## config.mk

```make
export PLATFORM = sky130hd
export DESIGN_NAME = ppu_ram
export DESIGN_NICKNAME = d
export VERILOG_FILES = /design/src/design/ppu_ram.sv
export SDC_FILE = /design/constraint.sdc
export NUM_CORES = 2
export LEC_CHECK = 0
export ABC_AREA = 1
export BUFFER_PORTS_ARGS = -buffer_cell sky130_fd_sc_hd__buf_2
export CAP_MARGIN = 30
export CORE_ASPECT_RATIO = 0.75
export CORE_MARGIN = 2
export CORE_UTILIZATION = 50
export DETAILED_ROUTE_END_ITERATION = 8
export PLACE_DENSITY = 0.65
export SYNTH_ARGS = -nofsm -noshare
export SYNTH_HDL_FRONTEND = slang
export SYNTH_SLANG_ARGS = --single-unit
```

## constraint.sdc

```tcl
create_clock -name clk -period 5.2 [get_ports clk]
set_input_delay 0.26 -clock clk [delete_from_list [all_inputs] [get_ports clk]]
set_output_delay 0.26 -clock clk [all_outputs]
set_load 0.02 [all_outputs]
```

## src/design/ppu_ram.sv

```systemverilog
// ppu_ram: generic single-port RAM with registered read.
// No dependencies.
`timescale 1ns / 1ps
`default_nettype none
module ppu_ram #(
    parameter int WIDTH = 32,
    parameter int DEPTH = 64
) (
    input  wire logic                     clk,
    input  wire logic                     we,
    input  wire logic [$clog2(DEPTH)-1:0] addr,
    input  wire logic [WIDTH-1:0]         wdata,
    output logic      [WIDTH-1:0]         rdata
);
    logic [WIDTH-1:0] mem [DEPTH];

    always_ff @(posedge clk)
    begin
        if (we) mem[addr] <= wdata;
        rdata <= mem[addr];
    end
endmodule
`default_nettype wire

```

### Word level (Yosys, flattened, before mapping)

Memories as Yosys holds them, arrays and structs flattened. A register that Yosys moved wholly into a read port is not among the register bits.
Cells that the tools add are included.

| cells by class | value |
|---|---|
| $add $sub $neg | 0 |
| multiply operators | 0 |
| div/mod/pow operators | 0 |
| order comparisons | 0 |
| eq/ne operators | 0 |
| shifts and indexed selects | 0 |
| muxes and demuxes | 2 |
| bitwise gates (word level) | 0 |
| reductions and logical operators | 0 |

Operator list:

| cell | number |
|---|---|
| $mux 1 | 2 |

| word-level totals | value |
|---|---|
| register bits | 0 |
| latch bits | 0 |
| bits in writable memories | 2,048 |
| ROM bits | 0 |
| input bits | 40 |
| output and inout bits | 32 |
| word-level logic and storage cells | 3 |
| memories kept | 1 |

Memory list:

| name | words | bits a word | read ports | clocked after memory_dff | wr ports | line | text |
|---|---|---|---|---|---|---|---|
| mem | 64 | 32 | 1 | 1 | 1 | 15 | `logic [WIDTH-1:0] mem [DEPTH];` |

### Depth between registers and ports, before layout

| depth | value |
|---|---|
| depth in word-level cells | 2 |
| depth in mapped cells | 15 |
| mapped depth without buffers | 11 |

### Worst setup path before layout

No wires, ideal clock.

| path | value |
|---|---|
| kind | input-to-reg |
| start | input addr[0] |
| end | memory mem[41][0], enable pin |
| library setup time | 0.502 ns |
| data arrival time | 4.043 ns |
| data required time | 4.698 ns |
| setup slack | 0.655 ns |
| stages | 6 |
| buffers on the path | 4 |
| path through | buf_4 -> inv_2 -> buf_6 -> buf_4 -> buf_2 -> nor4_1 |

RTL lines:

| item | line | text |
|---|---|---|
| from (decl) | 11 | `input wire logic [$clog2(DEPTH)-1:0] addr,` |
| to (decl) | 15 |  |

Straight into the memory's write port.

==> summary.txt <==
Status
  • Status: finished, final reports clean

Cells and area
  • Final instance area: ~96000 um2
  • Layout cells sized above 1: 0.0685
  • Post-layout net count: 8492
  • Synth-to-layout area growth: 11.3%

Setup path
  • Crit-path leading delay family: simple AND/OR/NAND/NOR gates
  • WP data arrival: 3.58 ns
  • WS Path Type: in2reg
  • Bufs and invs on worst path: 3
  • CP Capture Type: flop
  • Cell Chain, Critical Path: buf_8 -> inv_8 -> buf_12 -> nand2_1 -> nand2_1 -> nand2_1 -> nand2_1 -> nand2_1 -> nand2_1 -> nand2_1 -> nand2_1 -> nor2_1 -> nand2_1
  • CP most frequent cell: nand2_1
  • Max stage delay on crit path: ~0.77 ns
  • Req. time, crit path: 5.83 ns
  • Worst setup SP type: primary input
  • Crit Path Max Fanout: ~120
  • Slowest CP cell: nor2_1

Synthesis
  • FFs w/ async S/R, synth: 0
  • Cells after synthesis: 8440
  • Ys flop type: edfxtp_1
  • Yosys reg bits: around 2.1k
  • Warnings, synthesis: 0
  • Syn_area_per_cell: between 10 and 15 um2
  • Post-synth EDFFs: slightly above 2k
  • Syn Nets: 8480
  • Synth Cell Area: between 80000 and 90000 um2
  • Seq/Total Area, Yosys: 0.718
  • Yosys cell types: 21

CTS
  • CTS tree: done
  • Reg clk slew, reported paths: about 0.07 ns
  • H-tree Lvls: 4
  • Clk_lat worst skew: between 0.8 and 0.9 ns
  • TritonCTS buffer count: about 200
  • Post-CTS setup buffers: 0
  • CTS root buf: clkbuf_16
  • Clock sink count: ~2.1k
  • Max Buffers Root-to-Sink: 3

Placed design
  • I/O Buffers: 71
  • DPL Wire Length: roughly 130000 um
  • Instance area at placement: 89900 um2
  • Gpl congestion: about 0.86

Die
  • Die area: about 180000 um2
  • Starting Density: 0.502
  • Core Area: roughly 170000 um2
  • Row Count: 132
  • Boundary Pins: slightly above 70
  • Die width: 484 um
  • Die Span Y: approximately 360 um

Drt
  • Routed WL: approximately 240000 um
  • Wire length on met3: 23600 um
  • Post-Route M1 WL: between 100000 and 150000 um
  • Starting DRT DRC Count: about 7.4k
  • DRC: 0
  • Drt via density: between 5 and 6
  • Antenna-violating nets left: 0
  • Met2 WL: roughly 110000 um
  • Routed length per instance: approximately 22 um
  • Max Used Layer: met5
  • Via Count: slightly below 60k
  • Iteration count of the initial detailed-routing pass: 6

Pwr
  • Max VDD drop: a little over 300 uV
  • Psw: between 8 and 9 mW
  • Pleak: approximately 40 nW
  • PwrDens: between 300 and 400 nW/um2
  • Switching Fraction: 0.232
  • Sequential power share: 0.534
  • Int Pwr: between 20 and 30 mW
  • Combinational power share: 0.065
  • Clk pwr share: 0.401

Timing
  • Final min period: between 2 and 3 ns
  • Setup tns final: 0 ns
  • Final hold violation count: 0
  • Worst-margin pin slew: around 1.1 ns
  • Max Freq: about 0.34 GHz
  • RSZ-0062 raised after global routing: no
  • Pins Over Slew Limit: 0
  • Final clock skew: between 0.02 and 0.025 ns
  • Hold WS: between 0.02 and 0.025 ns
  • Fin crit share: 0.566
  • Slew HR: 0.291
  • Endpoints failing setup: 0

Global routing
  • Vias in the first global route: 54.6k
  • GRT overflow: 0
  • GRT Overall Usage: 0.273
  • First-pass GRT wire length: approximately 360000 um
  • Largest net degree at the start of global routing: 190
  • Initial antenna violation count: 16

Worst hold path
  • Hold Crit Class: in2reg

Flow run
  • Max cap viols: 0
## path summary, 6_finish.rpt
check | slack [ns] | from | to | depth (start not counted)
worst min register to register | 0.71 | mem[47][30] | rdata[30] | 6
worst max register to register | 2.78 | mem[41][18] | rdata[18] | 10
worst min-delay path | 0.02 | wdata[14] | mem[12][14] | 2
worst max-delay path | 2.25 | addr[0] | rdata[18] | 13
## layout by cell type, fill, tap and decap left out, types with 2 or more instances in the layout
| master | Yosys | final |
|---|---|---|
| buf_16 | 0 | 10 |
| nand4_1 | 2 | 2 |
| buf_12 | 0 | 28 |
| nor2_1 | 137 | 75 |
| o21ai_1 | 2 | 2 |
| o211ai_1 | 5 | 5 |
| clkbuf_16 | 0 | 202 |
| clkinv_1 | 0 | 39 |
| buf_8 | 0 | 3 |
| inv_8 | 0 | 3 |
| clkinv_2 | 0 | 30 |
| bufinv_16 | 0 | 9 |
| nand3_1 | 13 | 13 |
| edfxtp_1 | 2048 | 2048 |
| inv_2 | 14 | 11 |
| inv_6 | 0 | 6 |
| o21ai_0 | 5 | 5 |
| or2_2 | 5 | 5 |
| clkinvlp_4 | 0 | 4 |
| dlygate4sd3_1 | 0 | 3 |
| buf_2 | 244 | 68 |
| nor4_2 | 0 | 2 |
| dfxtp_1 | 32 | 32 |
| clkbuf_8 | 0 | 11 |
| nor3_4 | 0 | 7 |
| buf_4 | 11 | 122 |
| nand2_1 | 5728 | 5728 |
| diode_2 | 0 | 6 |
| nor2_4 | 0 | 62 |
| buf_6 | 4 | 2 |
| inv_1 | 16 | 16 |
| clkinv_8 | 0 | 3 |
| clkbuf_1 | 136 | 60 |
## timing repair
action,in CTS,in global routing
endpoints found under the hold margin,21,16
setup endpoints to repair,0,0
gates resized for setup,0,0
hold buffers,2,1
## final cells by class
type	instances	area [um2]
clock inverter	92	718
multi-input combinational	5908	22800
timing repair buffer	236	2190
tap	2278	2850
inverter	30	135
fill	14500	76000
sequential	2080	62100
antenna	6	15.0
clock buffer	273	5430
## per-layer routing
| layer | global-route usage | vias up |
|---|---|---|
| met5 | 0 | - |
| met3 | 0.0552 | 389 |
| met1 | 0.387 | 27900 |
| met2 | 0.418 | 2693 |
| met4 | 0.100 | 2 |
| li1 | - | 27300 |
## flip-flops by register name, indices dropped and copies added, names as in the netlist
name / cells
mem: 2048
rdata: 32
## per-stage QoR
stage	power (mW)	utilization	setup slack [ns]	std cells
3_5_place_dp	21.2	0.522	1.66	10500
3_3_place_gp	21.2	0.520	1.56	10500
5_1_grt	35.9	0.559	2.31	10900
2_1_floorplan	20.2	-	0.655	8440
4_1_cts	35.0	0.558	2.55	10900
6_report	34.9	0.559	2.25	10900
## cell usage after synthesis (2+ instances only)
library cell | n | area (um2)
buf_2 | 244 | 1220
nand4_1 | 2 | 12.5
buf_4 | 11 | 82.6
o21ai_0 | 5 | 25.0
buf_1 | 27 | 101
or2_2 | 5 | 31.3
nor3_2 | 7 | 70.1
inv_2 | 14 | 52.6
o21ai_1 | 2 | 10.0
o211ai_1 | 5 | 37.5
nand2_1 | 5728 | 21500
dfxtp_1 | 32 | 641
edfxtp_1 | 2048 | 61500
nor2_1 | 137 | 514
nand3_1 | 13 | 65.1
nor4_1 | 2 | 12.5
clkbuf_1 | 136 | 510
buf_6 | 4 | 45.0
inv_1 | 16 | 60.1
## cells by family (layout without fill, tap and decap cells)
| logic type | Yosys count | count (layout) | share of synthesized area |
|---|---|---|---|
| simple gates | 5896 | 5896 | 0.257 |
| flops | 2080 | 2080 | 0.718 |
| buf+inv | 452 | 631 | 0.0240 |
| compound gates | 12 | 12 | 0.000839 |
| other cells | 0 | 6 | 0 |
## power by group through the flow
stage | Combinational, mW | Clock [mW] | Sequential [mW]
floorplan | 1.18 | 0 | 19.0
global placement | 2.20 | 0 | 19.0
detailed placement | 2.23 | 0 | 19.0
CTS | 2.24 | 14.1 | 18.6
global route | 2.49 | 14.7 | 18.6
finish | 2.27 | 14.0 | 18.6
(Power assumes the default switching activity.)
