[src/design/ppu_div.sv]
// ppu_div: restoring divider, one quotient bit per cycle, for the life fraction.
// Depends on nothing but its ports.
`timescale 1ns / 1ps
`default_nettype none
module ppu_div (
    input  wire logic        clk,
    input  wire logic        rst_n,
    input  wire logic        start,
    input  wire logic [39:0] dividend,
    input  wire logic [23:0] divisor,
    output logic             busy,
    output logic [39:0]      quotient
);
    logic [39:0] q_reg;
    logic [24:0] rem_reg;
    logic [5:0]  cnt_reg;
    logic [23:0] dvs_reg;
    logic [24:0] trial;
    logic [25:0] diff;

    assign trial = {rem_reg[23:0], q_reg[39]};
    assign diff  = {1'b0, trial} - {2'b0, dvs_reg};

    // one bit per cycle, 40 steps
    always_ff @(posedge clk or negedge rst_n)
    begin
        if (!rst_n)
        begin
            cnt_reg <= '0;
        end
        else if (start)
        begin
            cnt_reg <= 6'd40;
        end
        else if (cnt_reg != 6'd0)
        begin
            cnt_reg <= cnt_reg - 6'd1;
        end
    end

    always_ff @(posedge clk)
    begin
        if (start)
        begin
            q_reg   <= dividend;
            rem_reg <= '0;
            dvs_reg <= divisor;
        end
        else if (cnt_reg != 6'd0)
        begin
            if (!diff[25])
            begin
                rem_reg <= diff[24:0];
                q_reg   <= {q_reg[38:0], 1'b1};
            end
            else
            begin
                rem_reg <= trial;
                q_reg   <= {q_reg[38:0], 1'b0};
            end
        end
    end

    assign busy     = (cnt_reg != 6'd0);
    assign quotient = q_reg;
endmodule
`default_nettype wire

[config.mk]
export PLATFORM = sky130hd
export DESIGN_NAME = ppu_div
export DESIGN_NICKNAME = d
export VERILOG_FILES = /design/src/design/ppu_div.sv
export SDC_FILE = /design/constraint.sdc
export NUM_CORES = 1
export LEC_CHECK = 0
export BUFFER_PORTS_ARGS = -buffer_cell sky130_fd_sc_hd__buf_2
export CAP_MARGIN = 20
export CORE_MARGIN = 2
export CORE_UTILIZATION = 30
export CTS_CLUSTER_DIAMETER = 40
export DETAILED_ROUTE_END_ITERATION = 8
export SYNTH_ARGS = -nofsm -noshare
export SYNTH_HDL_FRONTEND = slang
export SYNTH_SLANG_ARGS = --single-unit
[constraint.sdc]
create_clock -name clk -period 6.2 [get_ports clk]
set_input_delay 0.62 -clock clk [delete_from_list [all_inputs] [get_ports clk]]
set_output_delay 0.62 -clock clk [all_outputs]
set_load 0.005 [all_outputs]
======== Word level (Yosys, flattened, before mapping) ========
Index checks and enable logic that the tools add are counted.
storage, ports and cells
  output and inout bits ................... 41
  flip-flop bits (word level) ............. 94
  input port bits ......................... 67
  logic and storage cells ................. 14
cells by class
  reduce and logical (&&, ||, !) cells .... 2
  mux-type cells .......................... 6
  $add $sub $neg .......................... 2
operators with widths
  operator                                          count
  two-way mux 40 bit                                2
  subtractor 25 x 24 -> 26 bit                      1
  two-way mux 24 bit                                1
  two-way mux 6 bit                                 2
  nonzero test 6 bit                                1
  subtractor 6 x 1 -> 6 bit, second input constant  1
  nonzero test 2 bit                                1
  two-way mux 1 bit                                 1

======== Depth between registers and ports, before layout ========
Gate-level depths: netlist (run 1).
  word-level depth ........................ 4
  depth in mapped cells ................... 13
  depth with buffers taken out ............ 11

======== Worst setup path after synthesis (run 1) ========
Ideal clock, no wire load.
  path kind ............................... reg-to-reg
  start point ............................. register cnt_reg[0]
  end point ............................... register q_reg[0], in the netlist quotient[0], enable pin
  setup time .............................. 536 ps
  stages on the path, launching flop included .. 7
  arrival time ............................ 2364 ps
  data required time ...................... 5664 ps
  path buffers ............................ 1
  clock period less this slack ............ 2900 ps
  path slack .............................. 3300 ps
  cell sequence ........................... dfrtp_1 -> inv_1 -> ha_1 -> nand2b_1 -> nor4_1 -> clkbuf_1 -> nand2b_1
between the ends
  word-level cells in the longest chain between the ends .. 2
RTL lines
  what                                 line  RTL
  start: declaration                   16    logic [5:0] cnt_reg;
  start signal: assignment             37    cnt_reg <= cnt_reg - 6'd1;
  nonzero test 6 bit                   49    else if (cnt_reg != 6'd0)
  nonzero test 2 bit (no source line)  --
  end signal: assignment               45    q_reg <= dividend;
  end signal: assignment               54    q_reg <= {q_reg[38:0], 1'b1};
  end signal: assignment               59    q_reg <= {q_reg[38:0], 1'b0};
  end: declaration                     14    logic [39:0] q_reg;
No other way between the ends.
A chain may end at the register's enable or synchronous reset.

======== Worst setup path after layout (run 1) ========
  start point ............................. register dvs_reg[1]
  end point ............................... register rem_reg[16]
between the ends
  word-level cells in the longest chain between the ends .. 2
RTL lines
  what                          line  RTL
  start: declaration            17    logic [23:0] dvs_reg;
  start signal: assignment      47    dvs_reg <= divisor;
  subtractor 25 x 24 -> 26 bit  22    assign diff = {1'b0, trial} - {2'b0, dvs_reg};
  two-way mux 24 bit            51    if (!diff[25])
  end signal: assignment        53    rem_reg <= diff[24:0];
  end signal: assignment        58    rem_reg <= trial;
  end: declaration              15    logic [24:0] rem_reg;
No other way between the ends.

==> results of run 1 <==
-- kinds of logic after synthesis --
logic type,share of synthesized area (%)
fa+ha+maj,6.54
flops,50.1
compound gates,14.1
buf+inv,4.77
simple gates,11.2
xor+xnor,3.10
mux,10.1
-- layer usage --
metal	up-vias	global-route usage, %	wire, µm
met1	1794	16.7	5200
met5	-	0	0
li1	1941	-	-
met2	152	22.4	5540
met3	25	5.14	906
met4	0	5.73	256
-- synthesized netlist by cell type (all sizes together) --
library cell and instances:
edfxtp 64, nand2 47, mux2 43, nor2 43, inv 38, a21oi 34
ha 25, dfxtp 24, o21ai 18, clkbuf 15, a211oi 12, xnor2 12
a311oi 9, nand3 7, nand4 7, nor3 7, buf 6, dfrtp 6
nor2b 6, xor2 6, a21o 5, nand2b 5, o21a 4, or3 4
a31oi 3, mux2i 3, o211ai 3, o21bai 3, o31ai 3, a2111oi 2
o2111ai 2, o311ai 2, o41ai 2, a211o 1, a221oi 1, a2bb2oi 1
a32oi 1, and3 1, and4 1, fa 1, nor4 1, o31a 1
-- final timing paths --
| kind | end | cells past startpoint | from |
|---|---|---|---|
| setup / recovery | rem_reg[16] | 11 | dvs_reg[1] |
| hold reg to reg | rem_reg[1] | 2 | rem_reg[1] |
| setup reg to reg | rem_reg[16] | 11 | dvs_reg[1] |
| min in group clk | dvs_reg[20] | 1 | divisor[20] |
| hold / removal | cnt_reg[2] | 1 | rst_n |
| max in group asynchronous | cnt_reg[3] | 1 | rst_n |
-- power by group --
part / switching [mW] / internal, mW
clock: 0.272 / 0.282
sequential: 0.0810 / 0.792
combinational: 0.496 / 0.368
total: 0.849 / 1.44
-- placed cells by master (no fill, tap or decap), drive strengths merged, types with 6 or more instances in the layout --
master / instances
inv: 43
buf: 110
nor2: 43
xor2: 6
nand2: 47
a21oi: 34
a311oi: 9
dfxtp: 24
nor2b: 6
mux2: 43
xnor2: 12
nand3: 7
o21ai: 18
clkbuf: 9
a211oi: 12
nand4: 7
dfrtp: 6
edfxtp: 64
nor3: 7
ha: 25
-- area by class of cell --
type	instances	area share, %
Clock buffer	9	3.67
Sequential cell	94	41.6
Inverter	38	2.33
Tap cell	220	4.49
Multi-Input combinational cell	326	37.8
Clock inverter	7	1.02
Timing Repair Buffer	110	9.14
-- per-stage QoR --
step / total power [mW] / area [µm²] / util, % / setup slack [ns] / std cells
floorplan: 1.53 / 5090 / - / 3.30 / 479
global placement: 1.72 / 5850 / 35.3 / 2.76 / 788
detailed placement: 1.74 / 5850 / 35.3 / 2.62 / 788
CTS: 2.31 / 6130 / 37.0 / 2.62 / 804
global route: 2.46 / 6130 / 37.0 / 2.25 / 804
finish: 2.29 / 6130 / 37.0 / 2.62 / 804
==> metrics.txt, run 1 <==
run status completed; Max VDD drop 0.194 mV; critical-path cell list inv_1 > ha_1 > nor2b_1 > o2111ai_1 > a2111oi_2 > nor3_2 > o41ai_4 > buf_4 > mux2i_1 > mux2i_1 > a311oi_1; CP Max Fanout 22; cell family with most CP delay compound AO/OA/AOI/OAI gates; Critical Path Most Common Cell mux2i_1; Rows 47; Max-slew headroom 35.1%; io pins 108; largest net degree at the start of global routing 60; Yosys top cell by area edfxtp_1; Worst Path Buf+Inv 2; Setup CP Type reg -> reg; CTS Hold Bufs 0; maxcap violations 0; synthesized area per cell 10.6 µm²; worst hold path type in -> async; die height 134 µm; max reg flops 40; GRT Util Overall 13.9%; first-pass GRT wire length 19700 µm; clk sink count 94; Final Cycle Share 57.8%; Synth area leaders edfxtp_1 (38%), mux2_2 (9.5%), dfxtp_1 (9.4%), ha_1 (6.1%), nand2_1 (3.5%); Chip Width 134 µm; Data required, critical path 6.47 ns; Synth Warn # 0; Routed Antenna Nets 0; PwrDens 373 mW/mm²; Final GP Congestion 0.873; H-tree Lvls 3; initial antenna violation count 0; DR iter-0 viols 176; Post-CTS Setup Bufs 0; grt total ovfl 0; Antenna diodes 0; Fill cells 1682; via count 3912; Synth Instances 479; Seq/Total Area, Yosys 50.1%; number of global-route vias before repair 4113; Worst EP arrival 3.85 ns; #FFs+latches synth 94; CP max stage delay 0.87 ns; Multi-input gate area 0.00232 mm²; syn_nets 572; Num CTS Buffers 9; share of layout cells above drive strength 1 30.3%; Max Slew Vio Count 0; synthesized area 0.00509 mm²; Final setup viols 0; Critical Path End Type register; crit path launch type register; drt total wl 11900 µm; hold_ws 0.0660 ns; critical path's slowest cell o41ai_4; Setup TNS 0 ns; maximum clock path buffer count 2; area share of the largest cell type after synthesis 37.7%; Area Growth Syn to Fin 20.5%; Clk Latency, worst-skew pair 0.36 ns; final hold vios 0; unrepaired setup endpoints after global routing false; Post-route DRC 0; FF/Latch Area 0.00255 mm²; Pre-antenna DRT Iters 4; Yosys cell types 50; Post-DP HPWL 8430 µm; Layout Skew 0.0105 ns; R2R Setup Slk 2.62 ns; min Tclk post-route 3.58 ns; Initial Util 30.7%; Slew @ Worst Pin 0.974 ns; CTS tree yes; Leakage Power 2.61 nW; port bufs 107; Post-CTS Resized 0; Core Box Area 0.0166 mm²; die area 0.0180 mm²; root buffer cell clkbuf_16; WL per Instance 14.8 µm; vias per inst 4.87; clk slew on worst S/H paths 0.08 ns; Max Clock Freq 279 MHz; Layout Nets 672
No activity file was read; power rests on OpenSTA's default activity.
==> inputs of run 2 (changes only) <==
ABC_AREA = 1   (was default)
clock period = 3.8 ns   (was 6.2 ns; I/O delays follow)
==> metrics.txt, run 2 <==
run status completed; H-tree Lvls 3; Critical Path End Type register; worst hold path type in -> reg; Async SR Flop Fraction 6.38%; Post-route DRC 0; routed wl met2 6390 µm; Worst Path Buf+Inv 3; DR iter-0 viols 234; Yosys cell types 38; final hold vios 0; Seq/Total Area, Yosys 44.0%; PwrDens 566 mW/mm²; Synth Instances 774; share of layout cells above drive strength 1 18.1%; most instantiated cells after synthesis nand2_1 (323), inv_1 (133), edfxtp_1 (64), nand3_1 (54), nor2_1 (28); Data required, critical path 4.09 ns; Layout Nets 970; most common cell after layout, fill and taps aside nand2_1; Hold Path Depth 1; first-pass GRT wire length 23600 µm; Tot Pwr 3.90 mW; number of global-route vias before repair 4840; area share of the largest cell type after synthesis 33.2%; CP Max Fanout 26; Layout Skew 0.00907 ns; Post-CTS Setup Bufs 0; critical-path cell list inv_1 > ha_1 > nand2_1 > inv_1 > nand2_1 > nand2_1 > inv_1 > nand3_2 > nand2_4 > nand3_4 > nand2_1 > nand3_1 > o21ai_1; Routed Antenna Nets 0; Multi-input gate area 0.00262 mm²; Worst EP arrival 2.67 ns; synthesized area 0.00580 mm²; CP max stage delay 0.39 ns; Post-DP HPWL 10400 µm; Final Cycle Share 62.6%; io pins 108; Initial Util 30.8%; clk slew on worst S/H paths 0.07 ns; WL per Instance 12.4 µm; Max Clock Freq 420 MHz; Setup WS pre-CTS 1.35 ns; Setup CP Type reg -> reg; Final GP Congestion 0.887; final setup margin 1.42 ns; clk sink count 94; grt total ovfl 0; Critical Path Most Common Cell nand2_1; most frequent cells in the layout nand2_1 (323), inv_1 (132), buf_2 (107), edfxtp_1 (64), nand3_1 (54); Chip Width 143 µm; #FFs+latches synth 94; crit path launch type register; Core Box Area 0.0188 mm²; metal3 WL 1070 µm; Num CTS Buffers 9; Final setup viols 0; Synth Warn # 0; Routed met1 length 6520 µm; FF-to-FF path depth 13; Post-CTS Resized 0; Max-slew headroom 42.3%; maxcap violations 0; Area Growth Syn to Fin 18.8%; Top Layer Used met4; min Tclk post-route 2.38 ns; Setup TNS 0 ns; via count 4890; syn_nets 867; most frequent cell after synthesis nand2_1; Max VDD drop 0.267 mV; root buffer cell clkbuf_16; Rows 50; ys flop type edfxtp_1; die area 0.0204 mm²; unrepaired setup endpoints after global routing false; Synth area leaders edfxtp_1 (33%), nand2_1 (21%), inv_1 (8.6%), dfxtp_1 (8.3%), ha_1 (5.4%); critical path depth in cells 13; port bufs 107; CTS tree yes; FF/Latch Area 0.00255 mm²; Slew @ Worst Pin 0.865 ns; vias per inst 4.28; initial antenna violation count 1; cell family with most CP delay simple AND/OR/NAND/NOR gates; Max Slew Vio Count 0; Yosys top cell by area edfxtp_1; critical path's slowest cell nand3_4; Pre-antenna DRT Iters 5; drt total wl 14200 µm; GRT Util Overall 14.8%; die height 143 µm; largest net degree at the start of global routing 66; synthesized area per cell 7.49 µm²; Post-synth EDFFs 64; Leakage Power 3.66 nW; maximum clock path buffer count 2; CTS Hold Bufs 1; Clk Latency, worst-skew pair 0.36 ns; Fill cells 2042; max reg flops 40
run 2: changes by cell type in the layout (fill, tap and decap cells not counted), sizes merged, moves of 5 or more:
cell,previous run,this run
nand2,47,329
inv,43,137
nand3,7,69
mux2,43,0
a21oi,34,14
a211oi,12,0
nand3b,0,12
a311oi,9,0
nor2,43,34
nor2b,6,0
xnor2,12,6
a21o,5,0
nand2b,5,0
o21ai,18,13
run 2: final timing paths:
| check | start | end | slack, ns |
|---|---|---|---|
| min | divisor[18] | dvs_reg[18] | 0.19 |
| min in group asynchronous | rst_n | cnt_reg[0] | 0.39 |
| min reg2reg | rem_reg[22] | rem_reg[22] | 0.47 |
| max in group asynchronous | rst_n | cnt_reg[5] | 3.27 |
| max | dvs_reg[8] | rem_reg[10] | 1.42 |
| max reg2reg | dvs_reg[8] | rem_reg[10] | 1.42 |
run 2: cells by family (layout without fill, tap and decap cells):
logic type / count (synthesis) / in the layout / share of synthesized area, %
buf+inv: 155 / 263 / 10.8
simple gates: 458 / 458 / 35.0
other cells: 0 / 1 / 0
fa+ha+maj: 26 / 26 / 5.74
compound gates: 31 / 31 / 2.98
flops: 94 / 94 / 44.0
xor+xnor: 10 / 10 / 1.51
run 2: final cells by class:
class	instances	area share, %
multi-input cells	525	38.0
repair buffers	111	8.43
flip-flops and latches	94	37.1
clock buffers	10	3.32
inverters	136	7.41
well taps	260	4.72
clock inverters	6	0.999
diodes	1	0.0363
run 2: stage by stage:
stage	hold WS, ns	cell area, µm²	cells	util (%)
floorplan	0.0844	5800	774	-
global placement	0.208	6560	1124	34.8
detailed placement	0.208	6560	1124	34.8
CTS	0.181	6870	1141	36.5
global route	0.179	6890	1142	36.6
finish	0.189	6890	1143	36.6
run 2: where the power goes:
part	leakage, nW	switching (mW)	internal [mW]
Clock	0.143	0.417	0.515
Combinational	2.57	1.00	0.592
Sequential	0.944	0.0998	1.27
run 2: routing by layer:
| metal | vias to the layer above | track usage, % |
|---|---|---|
| li1 | 2615 | - |
| met1 | 2132 | 18.8 |
| met2 | 128 | 23.9 |
| met3 | 15 | 5.26 |
| met4 | 0 | 3.91 |
| met5 | - | 0 |
==> inputs of run 3 (changes only) <==
clock period = 2.3 ns   (was 3.8 ns; I/O delays follow)
==> metrics.txt, run 3 (synthesis results as in run 2) <==
Layout Skew 0.00871 ns; sequential share of power 33.8%; GRT Util Overall 15.2%; Final Cycle Share 89.9%; most frequent cells in the layout nand2_1 (323), inv_1 (132), buf_2 (107), edfxtp_1 (64), nand3_1 (54); Slew @ Worst Pin 0.392 ns; clk slew on worst S/H paths 0.07 ns; drt total wl 14800 µm; grt total ovfl 0; most common cell after layout, fill and taps aside nand2_1; Initial Util 30.8%; Net Sw Frac 38.4%; Chip Width 143 µm; share of layout cells above drive strength 1 19.3%; crit path to rem_reg[16]; clock network fraction of total power 25.4%; io pins 108; max reg flops 40; Tot Pwr 6.70 mW; Pre-antenna DRT Iters 5; unrepaired setup endpoints after global routing false; H-tree Lvls 3; Pint 4.12 mW; min Tclk post-route 2.07 ns; largest net degree at the start of global routing 66; Core Box Area 0.0188 mm²; worst hold path type in -> reg; die height 143 µm; first-pass GRT wire length 24400 µm; Area Growth Syn to Fin 21.0%; Max Clock Freq 484 MHz; maximum clock path buffer count 2; Setup WS pre-CTS 0.276 ns; Layout Nets 981; Max Slew Vio Count 0; Max-slew headroom 73.9%; Critical Path End Type register; Num CTS Buffers 9; WL per Instance 12.8 µm; vias per inst 4.35; run status completed; FF-to-FF path depth 13; FF/Latch Area 0.00255 mm²; combinational share of power 40.8%; CP Launch Point quotient[39]; Setup TNS 0 ns; Final GP Congestion 0.907; r2r startpoint quotient[39]; Data required, critical path 2.56 ns; via count 5020; Worst EP arrival 2.32 ns; initial antenna violation count 0; Post-DP HPWL 11000 µm; Fill cells 1984; Leakage Power 3.73 nW; Sw Pwr 2.57 mW; port bufs 107; number of global-route vias before repair 4971; crit path launch type register; Final setup viols 0; final hold vios 0; Setup CP Type reg -> reg; root buffer cell clkbuf_16; PwrDens 955 mW/mm²; final setup margin 0.233 ns; Routed Antenna Nets 0; clk sink count 94; CTS tree yes; die area 0.0204 mm²; Max VDD drop 0.413 mV; DR iter-0 viols 314; Multi-input gate area 0.00262 mm²; Rows 50; Clk Latency, worst-skew pair 0.36 ns; Worst R2R End rem_reg[16]; CP Max Fanout 4; maxcap violations 0; Post-CTS Resized 0; R2R Setup Slk 0.23 ns; Post-route DRC 0
[run 3: changes by cell type in the layout (fill, tap and decap cells not counted), sizes merged]
cell | before | now
clkbuf | 10 | 9
clkinv | 3 | 2
bufinv | 1 | 2
inv | 137 | 138
buf | 110 | 121
[run 3: metrics by stage]
stage | hold slack (ns) | area, µm² | utilization [%] | cells
detailed placement | 0.0630 | 6670 | 35.4 | 1136
CTS | 0.0299 | 7010 | 37.2 | 1153
global route | 0.0291 | 7010 | 37.2 | 1153
finish | 0.0427 | 7010 | 37.2 | 1154
global placement | 0.0622 | 6670 | 35.4 | 1136
floorplan | -0.0656 | 5800 | - | 774
[run 3: worst max-delay path, cell delays in order, from the launching register on]
cell      delay (ns)
edfxtp_1        0.35
inv_1           0.06
ha_1            0.22
fa_1            0.40
inv_1           0.10
nand3_1         0.07
nand3_1         0.15
nand2_1         0.07
nand2_1         0.13
nand2_1         0.11
nand3_1         0.11
nand3_2         0.07
nand3_1         0.07
nand2_1         0.05
[run 3: what timing repair did]
item,CTS,global route
setup buffers,0,0
hold endpoints to repair,6,0
hold buffers,1,0
[run 3: power by group through the flow]
stage | Combinational, mW | Sequential, mW | Clock [mW]
6_report | 2.73 | 2.26 | 1.70
5_1_grt | 3.15 | 2.29 | 1.80
4_1_cts | 2.75 | 2.26 | 1.75
3_5_place_dp | 2.74 | 2.29 | 0
3_3_place_gp | 2.72 | 2.29 | 0
2_1_floorplan | 2.10 | 2.27 | 0
[run 3: worst min-delay path by stage]
stage	startpoint	to	slack, ns	cells after the start
floorplan	rst_n	cnt_reg[0]	-0.07	0
global placement	rst_n	cnt_reg[3]	0.06	1
detailed placement	rst_n	cnt_reg[1]	0.06	1
CTS	divisor[9]	dvs_reg[9]	0.03	1
global route	divisor[9]	dvs_reg[9]	0.03	1
finish	divisor[1]	dvs_reg[1]	0.04	1
[run 3: metal layers]
| layer | part of all wire (%) | vias to the layer above | track usage [%] |
|---|---|---|---|
| met1 | 48 | 2241 | 19.6 |
| li1 | - | 2641 | - |
| met2 | 46 | 123 | 24.9 |
| met3 | 5.2 | 15 | 3.89 |
| met5 | 0 | - | 0 |
| met4 | 1.6 | 0 | 4.90 |
[run 3: final cells by class]
cell class | count | area share [%]
Clock inverter | 7 | 1.48
Clock buffer | 9 | 3.21
Antenna cell | 1 | 0.0357
Inverter | 136 | 7.28
Multi-Input combinational cell | 525 | 37.3
Sequential cell | 94 | 36.4
Tap cell | 260 | 4.64
Timing Repair Buffer | 122 | 9.63
